$ cat config.mk
export PLATFORM = sky130hd
export DESIGN_NAME = fct_ctrl
export DESIGN_NICKNAME = d
export VERILOG_FILES = /design/src/design/fct_pkg.sv /design/src/design/fct_ctrl.sv
export SDC_FILE = /design/constraint.sdc
export NUM_CORES = 1
export LEC_CHECK = 0
export ABC_AREA = 1
export CAP_MARGIN = 20
export CELL_PAD_IN_SITES_DETAIL_PLACEMENT = 2
export CELL_PAD_IN_SITES_GLOBAL_PLACEMENT = 2
export CORE_UTILIZATION = 40
export CTS_CLUSTER_DIAMETER = 50
export DETAILED_ROUTE_END_ITERATION = 16
export DONT_BUFFER_PORTS = 1
export PLACE_DENSITY_LB_ADDON = 0.1
export SETUP_SLACK_MARGIN = 0.15
export SYNTH_ARGS = -nofsm -noshare
export SYNTH_HDL_FRONTEND = slang
export SYNTH_SLANG_ARGS = --single-unit
$ cat constraint.sdc
create_clock -name clk -period 8.7 [get_ports clk]
set_input_delay 0.87 -clock clk [delete_from_list [all_inputs] [get_ports clk]]
set_output_delay 0.87 -clock clk [all_outputs]
set_load 0.005 [all_outputs]
$ cat src/design/fct_pkg.sv
// Shared types and codes for the link table engine.
// No dependencies.
package fct_pkg;

  localparam logic [15:0] LINK_END  = 16'hFFFF;
  localparam int          DBC_W     = 14;
  localparam logic [DBC_W-1:0] DBC_RESET = 14'd8192;

  localparam logic [2:0] REQ_WRITE = 3'd0;
  localparam logic [2:0] REQ_READ  = 3'd1;
  localparam logic [2:0] REQ_ALLOC = 3'd2;
  localparam logic [2:0] REQ_FREE  = 3'd3;
  localparam logic [2:0] REQ_WALK  = 3'd4;
  localparam logic [2:0] REQ_COUNT = 3'd5;

  localparam logic [1:0] ST_OK      = 2'd0;
  localparam logic [1:0] ST_NO_FREE = 2'd1;
  localparam logic [1:0] ST_RANGE   = 2'd2;
  localparam logic [1:0] ST_BROKEN  = 2'd3;

  typedef struct packed {
    logic [2:0]  req_type;
    logic [15:0] entry_index;
    logic [15:0] entry_value;
    logic [15:0] skip_count;
  } in_item_t;

  typedef struct packed {
    logic [1:0]  status;
    logic [15:0] result_value;
  } out_item_t;

  typedef struct packed {
    logic     valid;
    out_item_t item;
  } resp_t;

  typedef struct packed {
    logic        rd_en;
    logic [15:0] rd_addr;
    logic        wr_en;
    logic [15:0] wr_addr;
    logic [15:0] wr_data;
  } mem_cmd_t;

endpackage

$ cat src/design/fct_ctrl.sv
// Request sequencer: clearing pass, scans, chain walks and table updates.
// Depends on fct_pkg; drives fct_mem and hands results to the top level.
module fct_ctrl #(
  parameter int ENTRIES = 8192
) (
  input  logic                     clk,
  input  logic                     rst_n,
  input  logic                     in_valid,
  input  fct_pkg::in_item_t        in_data,
  output logic                     in_stall,
  input  logic [fct_pkg::DBC_W-1:0] dbc,
  output fct_pkg::resp_t           resp,
  input  logic                     resp_ready,
  output fct_pkg::mem_cmd_t        mem_cmd,
  input  logic [15:0]              mem_rd_data
);
  import fct_pkg::*;

  localparam int CW = $clog2(ENTRIES + 1);
  localparam int IW = $clog2(ENTRIES);
  localparam logic [15:0]   E16 = 16'(ENTRIES);
  localparam logic [CW-1:0] ECW = CW'(ENTRIES);

  typedef enum logic [3:0] {
    S_CLEAR, S_IDLE, S_START, S_RD_WAIT, S_SCAN, S_ALLOC_LINK, S_ALLOC_MARK,
    S_FREE_CHK, S_FREE_RD, S_WALK_CHK, S_WALK_RD, S_RESP
  } state_t;

  state_t        state_r, state_nxt;
  in_item_t      req_r, req_nxt;
  logic [15:0]   cur_r, cur_nxt;
  logic [CW-1:0] n_r, n_nxt;
  logic [CW-1:0] ptr_r, ptr_nxt;
  logic          pend_r, pend_nxt;
  logic [IW-1:0] pend_addr_r, pend_addr_nxt;
  out_item_t     res_r, res_nxt;

  logic [15:0]   dbc16, lim16;
  logic [CW-1:0] lim;
  logic [15:0]   n16;

  assign dbc16 = 16'(dbc);
  assign lim16 = (dbc16 < E16) ? dbc16 : E16;
  assign lim   = lim16[CW-1:0];
  assign n16   = 16'(n_r);

  assign in_stall   = (state_r != S_IDLE);
  assign resp.valid = (state_r == S_RESP);
  assign resp.item  = res_r;

  always_comb begin
    state_nxt     = state_r;
    req_nxt       = req_r;
    cur_nxt       = cur_r;
    n_nxt         = n_r;
    ptr_nxt       = ptr_r;
    pend_nxt      = pend_r;
    pend_addr_nxt = pend_addr_r;
    res_nxt       = res_r;
    mem_cmd       = '0;

    case (state_r)
      S_CLEAR: begin
        mem_cmd.wr_en   = 1'b1;
        mem_cmd.wr_addr = 16'(ptr_r);
        mem_cmd.wr_data = '0;
        if (ptr_r == ECW - CW'(1)) begin
          ptr_nxt   = '0;
          state_nxt = S_IDLE;
        end else begin
          ptr_nxt = ptr_r + CW'(1);
        end
      end

      S_IDLE: begin
        if (in_valid) begin
          req_nxt   = in_data;
          state_nxt = S_START;
        end
      end

      S_START: begin
        state_nxt = S_RESP;
        res_nxt   = '{status: ST_OK, result_value: 16'd0};
        case (req_r.req_type)
          REQ_WRITE: begin
            if (req_r.entry_index >= E16) begin
              res_nxt.status = ST_RANGE;
            end else begin
              mem_cmd.wr_en        = 1'b1;
              mem_cmd.wr_addr      = req_r.entry_index;
              mem_cmd.wr_data      = req_r.entry_value;
              res_nxt.result_value = req_r.entry_value;
            end
          end
          REQ_READ: begin
            if (req_r.entry_index >= E16) begin
              res_nxt.status = ST_RANGE;
            end else begin
              mem_cmd.rd_en   = 1'b1;
              mem_cmd.rd_addr = req_r.entry_index;
              state_nxt       = S_RD_WAIT;
            end
          end
          REQ_ALLOC: begin
            if (req_r.entry_index != LINK_END && req_r.entry_index >= E16) begin
              res_nxt.status = ST_RANGE;
            end else begin
              ptr_nxt   = '0;
              pend_nxt  = 1'b0;
              state_nxt = S_SCAN;
            end
          end
          REQ_FREE: begin
            cur_nxt   = req_r.entry_index;
            n_nxt     = '0;
            state_nxt = S_FREE_CHK;
          end
          REQ_WALK: begin
            cur_nxt   = req_r.entry_index;
            n_nxt     = '0;
            state_nxt = S_WALK_CHK;
          end
          REQ_COUNT: begin
            ptr_nxt   = '0;
            pend_nxt  = 1'b0;
            n_nxt     = '0;
            state_nxt = S_SCAN;
          end
          default: ;
        endcase
      end

      S_RD_WAIT: begin
        res_nxt   = '{status: ST_OK, result_value: mem_rd_data};
        state_nxt = S_RESP;
      end

      // one read issued per cycle below the bound; data checked when the registered read returns
      S_SCAN: begin
        if (req_r.req_type == REQ_ALLOC && pend_r && mem_rd_data == 16'd0) begin
          pend_nxt = 1'b0;
          if (pend_addr_r == '0) begin
            res_nxt   = '{status: ST_NO_FREE, result_value: 16'd0};
            state_nxt = S_RESP;
          end else begin
            cur_nxt   = 16'(pend_addr_r);
            state_nxt = S_ALLOC_LINK;
          end
        end else begin
          if (pend_r && mem_rd_data == 16'd0) begin
            n_nxt = n_r + CW'(1);
          end
          if (ptr_r < lim) begin
            mem_cmd.rd_en   = 1'b1;
            mem_cmd.rd_addr = 16'(ptr_r);
            pend_nxt        = 1'b1;
            pend_addr_nxt   = ptr_r[IW-1:0];
            ptr_nxt         = ptr_r + CW'(1);
          end else begin
            pend_nxt = 1'b0;
            if (!pend_r) begin
              state_nxt = S_RESP;
              if (req_r.req_type == REQ_ALLOC) begin
                res_nxt = '{status: ST_NO_FREE, result_value: 16'd0};
              end else begin
                res_nxt = '{status: ST_OK, result_value: n16};
              end
            end
          end
        end
      end

      S_ALLOC_LINK: begin
        if (req_r.entry_index != LINK_END) begin
          mem_cmd.wr_en   = 1'b1;
          mem_cmd.wr_addr = req_r.entry_index;
          mem_cmd.wr_data = cur_r;
        end
        state_nxt = S_ALLOC_MARK;
      end

      // mark after linking, so a tail equal to the new entry ends as end-of-chain
      S_ALLOC_MARK: begin
        mem_cmd.wr_en   = 1'b1;
        mem_cmd.wr_addr = cur_r;
        mem_cmd.wr_data = LINK_END;
        res_nxt         = '{status: ST_OK, result_value: cur_r};
        state_nxt       = S_RESP;
      end

      S_FREE_CHK: begin
        if (cur_r == LINK_END) begin
          res_nxt   = '{status: ST_OK, result_value: n16};
          state_nxt = S_RESP;
        end else if (cur_r >= E16) begin
          res_nxt   = '{status: ST_RANGE, result_value: n16};
          state_nxt = S_RESP;
        end else if (n_r == ECW) begin
          res_nxt   = '{status: ST_BROKEN, result_value: n16};
          state_nxt = S_RESP;
        end else begin
          mem_cmd.rd_en   = 1'b1;
          mem_cmd.rd_addr = cur_r;
          state_nxt       = S_FREE_RD;
        end
      end

      S_FREE_RD: begin
        mem_cmd.wr_en   = 1'b1;
        mem_cmd.wr_addr = cur_r;
        mem_cmd.wr_data = '0;
        cur_nxt         = mem_rd_data;
        n_nxt           = n_r + CW'(1);
        state_nxt       = S_FREE_CHK;
      end

      S_WALK_CHK: begin
        state_nxt = S_RESP;
        if (n16 >= req_r.skip_count || cur_r == LINK_END) begin
          res_nxt = '{status: ST_OK, result_value: cur_r};
        end else if (cur_r >= E16) begin
          res_nxt = '{status: ST_RANGE, result_value: 16'd0};
        end else if (n_r == ECW) begin
          res_nxt = '{status: ST_BROKEN, result_value: 16'd0};
        end else begin
          mem_cmd.rd_en   = 1'b1;
          mem_cmd.rd_addr = cur_r;
          state_nxt       = S_WALK_RD;
        end
      end

      S_WALK_RD: begin
        cur_nxt   = mem_rd_data;
        n_nxt     = n_r + CW'(1);
        state_nxt = S_WALK_CHK;
      end

      S_RESP: begin
        if (resp_ready) begin
          state_nxt = S_IDLE;
        end
      end

      default: state_nxt = S_IDLE;
    endcase
  end

  always_ff @(posedge clk) begin
    if (!rst_n) begin
      state_r <= S_CLEAR;
      ptr_r   <= '0;
      pend_r  <= 1'b0;
      n_r     <= '0;
    end else begin
      state_r <= state_nxt;
      ptr_r   <= ptr_nxt;
      pend_r  <= pend_nxt;
      n_r     <= n_nxt;
    end
    req_r       <= req_nxt;
    cur_r       <= cur_nxt;
    pend_addr_r <= pend_addr_nxt;
    res_r       <= res_nxt;
  end

endmodule

==> implementation parameters, run 1 <==
Parameter                              Value

Setup path
  Chain of cells forming the critical path ... inv_1, nor2_2, nand2_2, buf_4, inv_2, nand2_1, inv_1, nand3_2, inv_1, a22oi_1, nand2_1
  Biggest cell delay along the critical path ... just over 0.8 ns
  CP dominant cell by count ... inv_1
  Setup slack, reg-to-reg ... 5.25 ns
  Startpoint Class ... register
  Cell at the slowest stage of the critical path ... inv_1
  Setup Crit Path Kind ... register to primary output
  Required @ worst endpoint ... just under 8 ns
  Crit path max fanout ... 26
  Data arrival, critical path ... ~3.7 ns
  Kind of capture point of the worst setup path ... primary output

STA
  Finish-stage setup viols ... 0
  Final worst-path cycle share ... 0.519
  Setup ws final ... approximately 4.2 ns
  Setup clock skew after layout ... 0.0142 ns
  Number of endpoints with negative hold slack in the final report ... 0
  Final worst path period need ... approximately 4.5 ns
  Slew headroom ... 0.278
  Pin slew with the least headroom to its limit ... 1.08 ns
  Highest clock frequency the design can meet ... approximately 220 MHz
  Setup repair after global routing missed its margin ... false
  Number of slew-limit violations in the final report ... 0
  Setup TNS ... 0 ns

Synth
  Count leader, synth ... nand2_1
  Combined area of all synthesized cells ... approximately 0.0081 mm2
  Fraction of synthesized cell area taken by the top area cell type ... 0.364
  Sequential element share of the synthesized area ... 0.445
  Synthesized area per cell ... just under 8 um2
  Prevailing post-synth register cell ... edfxtp_1
  Post-synth EDFFs ... 98
  Most area-hungry cell type in the Yosys netlist ... edfxtp_1
  Top cells by area, synth ... edfxtp_1, nand2_1, dfxtp_1
  Seq cells post-synth ... roughly 130
  Commonest cells in the netlist ... nand2_1, inv_1, edfxtp_1, nor2_1, nand3_1
  Number of warnings issued by yosys ... 0
  Count of cell types in the netlist ... between 40 and 50
  Synthesized netlist cell count ... 1,030
  Asr flop ratio synth ... 0

Run status
  Run status ... complete, no violations

Clocking
  Buffer depth of the longest clock path ... 2
  Number of hold-repair buffers added at the cts stage ... 0
  TritonCTS Buffers ... 17
  Number of buffers added for setup after CTS ... 0
  CTS root buf ... clkbuf_16
  Clk Latency, worst-skew pair ... 0.44 ns
  Number of gates resized after cts ... 0
  Sinks on the clock net ... about 130
  TritonCTS clock tree ... built
  Clock-pin slew on the worst setup and hold paths ... 0.07 ns
  Max H-tree Level ... 4

Pwr
  Power density of the placed cells ... between 200 and 300 mW/mm2
  Final Total Pwr ... 0.00265 W
  Peak VDD IR ... between 0.00015 and 0.0002 V
  P_leak ... around 3.6 nW

Finish
  Number of nets in the layout ... around 1,100
  Number of diodes added for antenna fixing ... 0
  Area taken by multi-input logic gates ... between 0.003 and 0.004 mm2
  Final Core Density ... 0.457
  Area growth syn-to-layout ... 10.9%
  Count of filler cells inserted in the layout ... 2,314
  Fraction of final layout cells with drive strength greater than 1 ... 0.0685
  Seq. cell area ... 0.00360 mm2

Placement
  Minimum setup slack after placement ... about 4.3 ns
  Buffers on Ports ... 0
  Placed wire-length estimate ... between 20,000 and 30,000 um
  RePlAce Congestion ... about 0.88

Route
  Wire per inst ... 26.5 um
  Remaining antenna violation count after routing ... 0
  Count of TritonRoute iterations in the first routing pass ... 6
  Via count ... ~8,000
  Avg Vias per Cell ... 6.12
  Residual DRC ... 0
  Overall routed net length ... around 34,000 um
  DRC violation total after the first TritonRoute iteration ... between 600 and 700

Job
  Number of violations of the max-capacitance limit ... 0

Floorplanning
  Die area ... 0.0208 mm2
  Floorplan Core Area ... about 0.020 mm2
  Standard-cell rows ... 51
  Y dimension of the die ... roughly 140 um
  Die span in x ... ~140 um
  I/O pin total ... about 160
  Initial cell density of the core ... 0.412

Worst hold path
  Worst min-delay path class ... primary input to register

Global routing
  Largest net degree at the start of global routing ... 48
  Total global routing overflow ... 0
  Global routing usage summed across all routing layers ... 0.339
  First-pass GRT wire length ... about 50,000 um
  Initial antenna violation count ... 0
  Number of global-route vias before repair ... between 8,000 and 9,000
final timing paths:
check | startpoint | end | cells past startpoint
setup / recovery | state_r[2]$_SDFFE_PN0P_ | mem_cmd[43] | 11
hold / removal | in_data[7] | req_r[7]$_DFFE_PP_ | 0
setup reg to reg | state_r[2]$_SDFFE_PN0P_ | n_r[1]$_SDFFE_PN0P_ | 8
hold reg to reg | pend_r$_SDFFE_PN0P_ | pend_r$_SDFFE_PN0P_ | 2
sequential cells by signal (all words and copies together) (netlist names):
register and count:
ptr_r 14, cur_r 16, state_r 4, req_r 51, n_r 14, pend_addr_r 13
pend_r 1, resp 18
critical path: cells and delay by family (launching register included):
kind / cells / cell delay [ns]
AO/OA/AOI/OAI: 1 / 0.24
flip-flops: 1 / 0.43
AND/OR/NAND/NOR: 5 / 0.74
buffers and inverters: 5 / 1.75
per-layer routing:
layer / global-route usage / vias to the layer above / wire, um
met5: 0 / - / 0
met4: 0.153 / 0 / 1320
met3: 0.0911 / 80 / 3010
met2: 0.541 / 387 / 15700
met1: 0.427 / 3951 / 14400
li1: - / 3543 / -
stage by stage:
| stage | area [um2] | std cells | hold slack (ns) |
|---|---|---|---|
| final | 8970 | 1301 | 0.516 |
| after global routing | 8970 | 1301 | 0.506 |
| after CTS | 8950 | 1299 | 0.504 |
| after detailed placement | 8330 | 1267 | 0.505 |
| after global placement | 8330 | 1267 | 0.502 |
| after floorplan | 8100 | 1031 | 0.431 |
kinds of logic (layout without fill, tap and decap cells):
group                    count (synthesis)  after routing  synth area share
other                                    1              2          0.000463
adder cells (fa/ha/maj)                 30             30            0.0464
AND/OR/NAND/NOR                        490            490             0.260
flip-flops                             131            131             0.445
AO/OA/AOI/OAI                          195            195             0.152
XOR/XNOR                                10             10            0.0108
buffers and inverters                  173            178            0.0849
layout make-up:
type                    count  share of cell area
inverters                 137              0.0576
flip-flops and latches    131               0.402
multi-input cells         727               0.426
repair buffers              9             0.00837
clock buffers              17              0.0474
clock inverters            15              0.0219
well taps                 265              0.0369
placed cells by master, fill, tap and decap left out, types with 6 or more instances in the layout:
master / count
nand2_1: 248
inv_1: 126
edfxtp_1: 98
nor2_1: 97
nand3_1: 82
o21ai_0: 50
a21oi_1: 41
dfxtp_1: 33
ha_1: 30
nor3_1: 24
a31oi_1: 18
a22oi_1: 17
clkbuf_16: 17
nand4_1: 16
o221ai_1: 14
o2111ai_1: 13
o211ai_1: 11
o22ai_1: 10
inv_2: 8
a221oi_1: 8
nor3_2: 7
xor2_1: 7
buf_4: 7
o21ai_1: 6
report_power, final:
group | total (W) | leakage [nW] | internal (W) | switching (W)
clock | 0.000782 | 0.295 | 0.000460 | 0.000322
sequential | 0.00102 | 1.19 | 0.000865 | 0.000157
combinational | 0.000846 | 2.10 | 0.000193 | 0.000653
total | 0.00265 | 3.58 | 0.00152 | 0.00113
Note: power is estimated with default switching activity, not from simulation.
==> inputs of run 2 (changes only) <==
CORE_UTILIZATION = 33   (was 40)
clock period = 4.05 ns   (was 8.7 ns; I/O delays follow)
==> implementation parameters, run 2 (same netlist as run 1, synthesis figures left out) <==
Parameter                              Value

Pwr
  Peak VDD IR ... between 0.0002 and 0.00025 V
  Final Total Pwr ... ~0.0056 W
  P_leak ... between 3 and 4 nW
  Power density of the placed cells ... 620 mW/mm2

Global routing
  First-pass GRT wire length ... slightly above 50,000 um
  Initial antenna violation count ... 0
  Number of global-route vias before repair ... around 8,000
  Total global routing overflow ... 0
  Largest net degree at the start of global routing ... 46
  Global routing usage summed across all routing layers ... 0.281

Clocking
  Number of buffers added for setup after CTS ... 0
  CTS root buf ... clkbuf_16
  Number of hold-repair buffers added at the cts stage ... 0
  Max H-tree Level ... 4
  Clk Latency, worst-skew pair ... 0.44 ns
  Buffer depth of the longest clock path ... 2
  Number of gates resized after cts ... 0
  TritonCTS Buffers ... 17
  Clock-pin slew on the worst setup and hold paths ... 0.07 ns
  TritonCTS clock tree ... built
  Sinks on the clock net ... around 130

Worst hold path
  Worst hold start ... in_data[0]
  Worst min-delay path class ... primary input to register

Setup path
  Startpoint Class ... register
  Biggest cell delay along the critical path ... about 0.53 ns
  Cell at the slowest stage of the critical path ... nand2_1
  First element of the critical path ... req_r[38]$_DFFE_PP_
  Buf/Inv on CP ... 0
  Setup Crit Path Kind ... register to primary output
  Required @ worst endpoint ... 3.64 ns
  Kind of capture point of the worst setup path ... primary output
  Data arrival, critical path ... slightly below 3 ns
  Kind of cell adding the most delay to the critical path ... simple AND/OR/NAND/NOR gates
  Setup slack, reg-to-reg ... around 1.2 ns
  Chain of cells forming the critical path ... nand2_1, nor2_1, nand4_1, nand2_1, nand2_1, nand2_1, o221ai_1
  Crit path max fanout ... 19
  CP dominant cell by count ... nand2_1
  Launch instance of the worst register-to-register path ... n_r[13]$_SDFFE_PN0P_

STA
  Number of slew-limit violations in the final report ... 0
  Setup TNS ... 0 ns
  Final worst path period need ... around 3.3 ns
  Final worst-path cycle share ... 0.814
  Setup repair after global routing missed its margin ... false
  Setup clock skew after layout ... 0.0108 ns
  Worst slack on hold paths ... approximately 0.056 ns
  Pin slew with the least headroom to its limit ... 0.724 ns
  Slew headroom ... 0.515
  Number of endpoints with negative hold slack in the final report ... 0
  Finish-stage setup viols ... 0
  Highest clock frequency the design can meet ... roughly 300 MHz

Placement
  RePlAce Congestion ... roughly 0.87
  Buffers on Ports ... 0
  Instance count after placement with tap cells included ... between 1,000 and 1,500
  Placed wire-length estimate ... roughly 27,000 um

Run status
  Run status ... complete, no violations

Route
  Wire per inst ... roughly 25 um
  Overall routed net length ... about 34,000 um
  Residual DRC ... 0
  DRC violation total after the first TritonRoute iteration ... 577
  Via count ... ~8,000
  Count of TritonRoute iterations in the first routing pass ... 5
  Avg Vias per Cell ... approximately 5.7
  Remaining antenna violation count after routing ... 0

Floorplanning
  Floorplan Core Area ... between 0.02 and 0.025 mm2
  Initial cell density of the core ... 0.341
  Die span in x ... roughly 160 um
  Die area ... roughly 0.025 mm2
  I/O pin total ... 155
  Standard-cell rows ... between 50 and 60
  Y dimension of the die ... 159 um

Finish
  Number of diodes added for antenna fixing ... 0
  Seq. cell area ... between 0.003 and 0.004 mm2
  Register containing the most flip-flops in the final layout ... req_r
  Fraction of final layout cells with drive strength greater than 1 ... 0.0766
  Count of filler cells inserted in the layout ... between 2,000 and 3,000
  Final Instance Count excl. Fillers ... 1,364
  Number of nets in the layout ... ~1,100
  Area growth syn-to-layout ... 12.0%
  Commonest non-fill, non-tap cells in the layout ... nand2_1, inv_1, edfxtp_1
  Max FFs per register ... a little over 50
  Area taken by multi-input logic gates ... 0.00382 mm2
  Final Core Density ... 0.382
  Leading cell type in the layout, fill and taps excluded ... nand2_1

Job
  Number of violations of the max-capacitance limit ... 0
==> run 2: changes by cell type in the layout (fill, tap and decap cells not counted) <==
cell / delta
buf_6: -2
bufinv_16: -2
clkinv_2: +1
clkinvlp_4: -2
inv_8: +4
buf_4: +11
inv_6: -1
==> run 2: area by class of cell <==
cell class	instances	area share
timing repair buffer	18	0.0149
sequential	131	0.397
clock buffer	17	0.0469
tap	319	0.0440
multi-input combinational	727	0.422
inverter	137	0.0570
clock inverter	15	0.0179
==> run 2: stage by stage <==
step                      setup slack (ns)  cell area (um2)
after global routing                 0.555             9070
after CTS                            0.764             9070
final                                0.753             9070
after floorplan                      0.664             8100
after global placement                1.08             8480
after detailed placement              1.00             8480
==> run 2: routing by layer <==
layer	global-route usage	vias up	share of wire
li1	-	3561	-
met1	0.382	3886	0.46
met2	0.429	281	0.44
met3	0.0672	58	0.073
met4	0.109	0	0.028
met5	0	-	0
==> run 2: worst paths after layout <==
kind	to	depth (start not counted)
worst max-delay path	mem_cmd[25]	7
worst max register to register	resp[16]$_DFFE_PP_	11
worst min-delay path	req_r[0]$_DFFE_PP_	0
worst min register to register	pend_r$_SDFFE_PN0P_	2
==> run 2: where the power goes <==
| part | switching, W | internal (W) | leakage, nW |
|---|---|---|---|
| registers | 0.000355 | 0.00186 | 1.19 |
| logic | 0.00139 | 0.000436 | 2.14 |
| clock network | 0.000712 | 0.000878 | 0.290 |
==> inputs of run 3 (changes only) <==
CORE_UTILIZATION = 37   (was 33)
clock period = 3.35 ns   (was 4.05 ns; I/O delays follow)
==> implementation parameters, run 3 (same netlist as run 1, synthesis figures left out) <==
Parameter                              Value

Setup path
  Data arrival, critical path ... ~2.7 ns
  Required @ worst endpoint ... between 3 and 4 ns
  Cell at the slowest stage of the critical path ... dfxtp_1
  Biggest cell delay along the critical path ... about 0.42 ns
  Startpoint Class ... register
  Chain of cells forming the critical path ... nor2_2, nand2_2, clkinvlp_4, nand3_1, clkinvlp_4, a22oi_1, nand2_1
  Kind of capture point of the worst setup path ... primary output
  CP dominant cell by count ... clkinvlp_4
  Length in cells of the worst reg-to-reg path ... 11
  Buf/Inv on CP ... 2
  Launch instance of the worst register-to-register path ... req_r[38]$_DFFE_PP_
  Setup Crit Path Kind ... register to primary output
  FF-to-FF End ... ptr_r[0]$_SDFFE_PN0P_
  Kind of cell adding the most delay to the critical path ... simple AND/OR/NAND/NOR gates
  Setup slack, reg-to-reg ... between 0.7 and 0.8 ns
  Crit path max fanout ... 14

Placement
  Placed wire-length estimate ... approximately 27,000 um
  Buffers on Ports ... 0
  RePlAce Congestion ... 0.864

Finish
  Max FFs per register ... 51
  Register containing the most flip-flops in the final layout ... req_r
  Number of diodes added for antenna fixing ... 0
  Leading cell type in the layout, fill and taps excluded ... nand2_1
  Area growth syn-to-layout ... 19.5%
  Fraction of final layout cells with drive strength greater than 1 ... 0.0925
  Commonest non-fill, non-tap cells in the layout ... nand2_1, inv_1, edfxtp_1
  Number of nets in the layout ... about 1,200

Pwr
  Part of the total power dissipated in sequential elements ... 0.379
  Pint ... between 0.003 and 0.004 W
  Power density of the placed cells ... ~720 mW/mm2
  Comb power frac ... 0.349
  Net switching power figure ... roughly 0.003 W
  P_leak ... 3.90 nW
  Share of total power in the clock network ... 0.272
  Fraction of power spent switching nets ... 0.444
  Peak VDD IR ... between 0.0002 and 0.0003 V

Job
  Number of violations of the max-capacitance limit ... 0

Route
  Avg Vias per Cell ... between 5 and 6
  Via count ... ~8,200
  Wire per inst ... approximately 26 um
  DRC violation total after the first TritonRoute iteration ... 634
  Remaining antenna violation count after routing ... 0
  Residual DRC ... 0
  Overall routed net length ... approximately 36,000 um
  Count of TritonRoute iterations in the first routing pass ... 5

Floorplanning
  Standard-cell rows ... 53
  Floorplan Core Area ... approximately 0.021 mm2
  Y dimension of the die ... roughly 150 um
  I/O pin total ... between 150 and 200
  Initial cell density of the core ... 0.381
  Die span in x ... 150 um
  Die area ... 0.0225 mm2

STA
  Setup clock skew after layout ... roughly 0.014 ns
  Setup repair after global routing missed its margin ... false
  Slew headroom ... 0.352
  Number of slew-limit violations in the final report ... 0
  Number of endpoints with negative hold slack in the final report ... 0
  Highest clock frequency the design can meet ... 327 MHz
  Pin slew with the least headroom to its limit ... 0.969 ns
  Final worst path period need ... 3.06 ns
  Setup TNS ... 0 ns
  Final worst-path cycle share ... 0.912
  Finish-stage setup viols ... 0
  Worst slack on hold paths ... 0.0202 ns

Global routing
  Number of global-route vias before repair ... 8,654
  Initial antenna violation count ... 0
  First-pass GRT wire length ... 53,400 um
  Total global routing overflow ... 0
  Largest net degree at the start of global routing ... 48
  Global routing usage summed across all routing layers ... 0.327

Worst hold path
  Cell depth of the worst min-delay path ... 2
  Worst hold start ... rst_n
  Min-Delay Endpoint ... state_r[3]$_SDFFE_PN0P_
  Worst min-delay path class ... primary input to register

Clocking
  Clock-pin slew on the worst setup and hold paths ... roughly 0.07 ns
  Buffer depth of the longest clock path ... 2
  Sinks on the clock net ... between 100 and 150
  TritonCTS Buffers ... 17
  Max H-tree Level ... 4
  CTS root buf ... clkbuf_16
  Clk Latency, worst-skew pair ... about 0.44 ns
  TritonCTS clock tree ... built

Run status
  Run status ... complete, no violations
[run 3: cell count changes in the layout (fill, tap and decap cells not counted), moves of 2 or more]
| cell | change |
|---|---|
| dlygate4sd3_1 | +52 |
| buf_4 | +16 |
| inv_1 | -3 |
| clkinvlp_4 | +2 |
| nor2_1 | -2 |
| nor2_2 | +2 |
[run 3: what timing repair did]
| action | CTS | global route |
|---|---|---|
| gates resized for setup | 1 | 6 |
| setup endpoints to repair | 3 | 26 |
| hold endpoints to repair | 52 | 0 |
| gates cloned | 0 | 0 |
| hold buffers | 52 | 0 |
| setup buffers | 0 | 1 |
[run 3: worst max-delay path by stage]
stage,from,cells past startpoint,to,slack (ns)
3_5_place_dp,dbc[13],13,mem_cmd[44],0.47
5_1_grt,state_r[2]$_SDFFE_PN0P_,7,mem_cmd[44],0.15
2_1_floorplan,req_r[50]$_DFFE_PP_,6,cur_r[0]$_DFFE_PP_,0.53
6_report,state_r[2]$_SDFFE_PN0P_,7,mem_cmd[44],0.29
4_1_cts,state_r[2]$_SDFFE_PN0P_,7,mem_cmd[44],0.15
3_3_place_gp,dbc[13],13,mem_cmd[43],0.56
[run 3: per-layer routing]
metal / wire (um) / share of wire / GRT usage
met1: 15100 / 0.42 / 0.413
met2: 16800 / 0.47 / 0.531
met3: 2910 / 0.081 / 0.0841
met4: 1070 / 0.030 / 0.132
met5: 0 / 0 / 0
[run 3: metrics by stage]
step	instances	setup WS [ns]	util	instance area, um2	total power (W)
final	1389	0.294	0.456	9670	0.00696
after floorplan	1031	0.527	-	8110	0.00391
after global placement	1304	0.560	0.403	8540	0.00482
after CTS	1388	0.153	0.455	9650	0.00691
after detailed placement	1304	0.474	0.403	8540	0.00494
after global routing	1389	0.154	0.456	9670	0.00726
[run 3: cell type report]
class | count | area, um2
Clock buffer | 17 | 425
Clock inverter | 15 | 155
Fill cell | 2416 | 11500
Inverter | 137 | 524
Multi-Input combinational cell | 727 | 3830
Sequential cell | 131 | 3600
Tap cell | 275 | 344
Timing Repair Buffer | 87 | 787
[run 3: power by group through the flow]
stage | Sequential, W | Clock [W] | Combinational, W
floorplan | 0.00248 | 0 | 0.00142
global placement | 0.00263 | 0 | 0.00220
detailed placement | 0.00265 | 0 | 0.00228
CTS | 0.00262 | 0.00191 | 0.00237
global route | 0.00267 | 0.00198 | 0.00261
finish | 0.00264 | 0.00190 | 0.00243
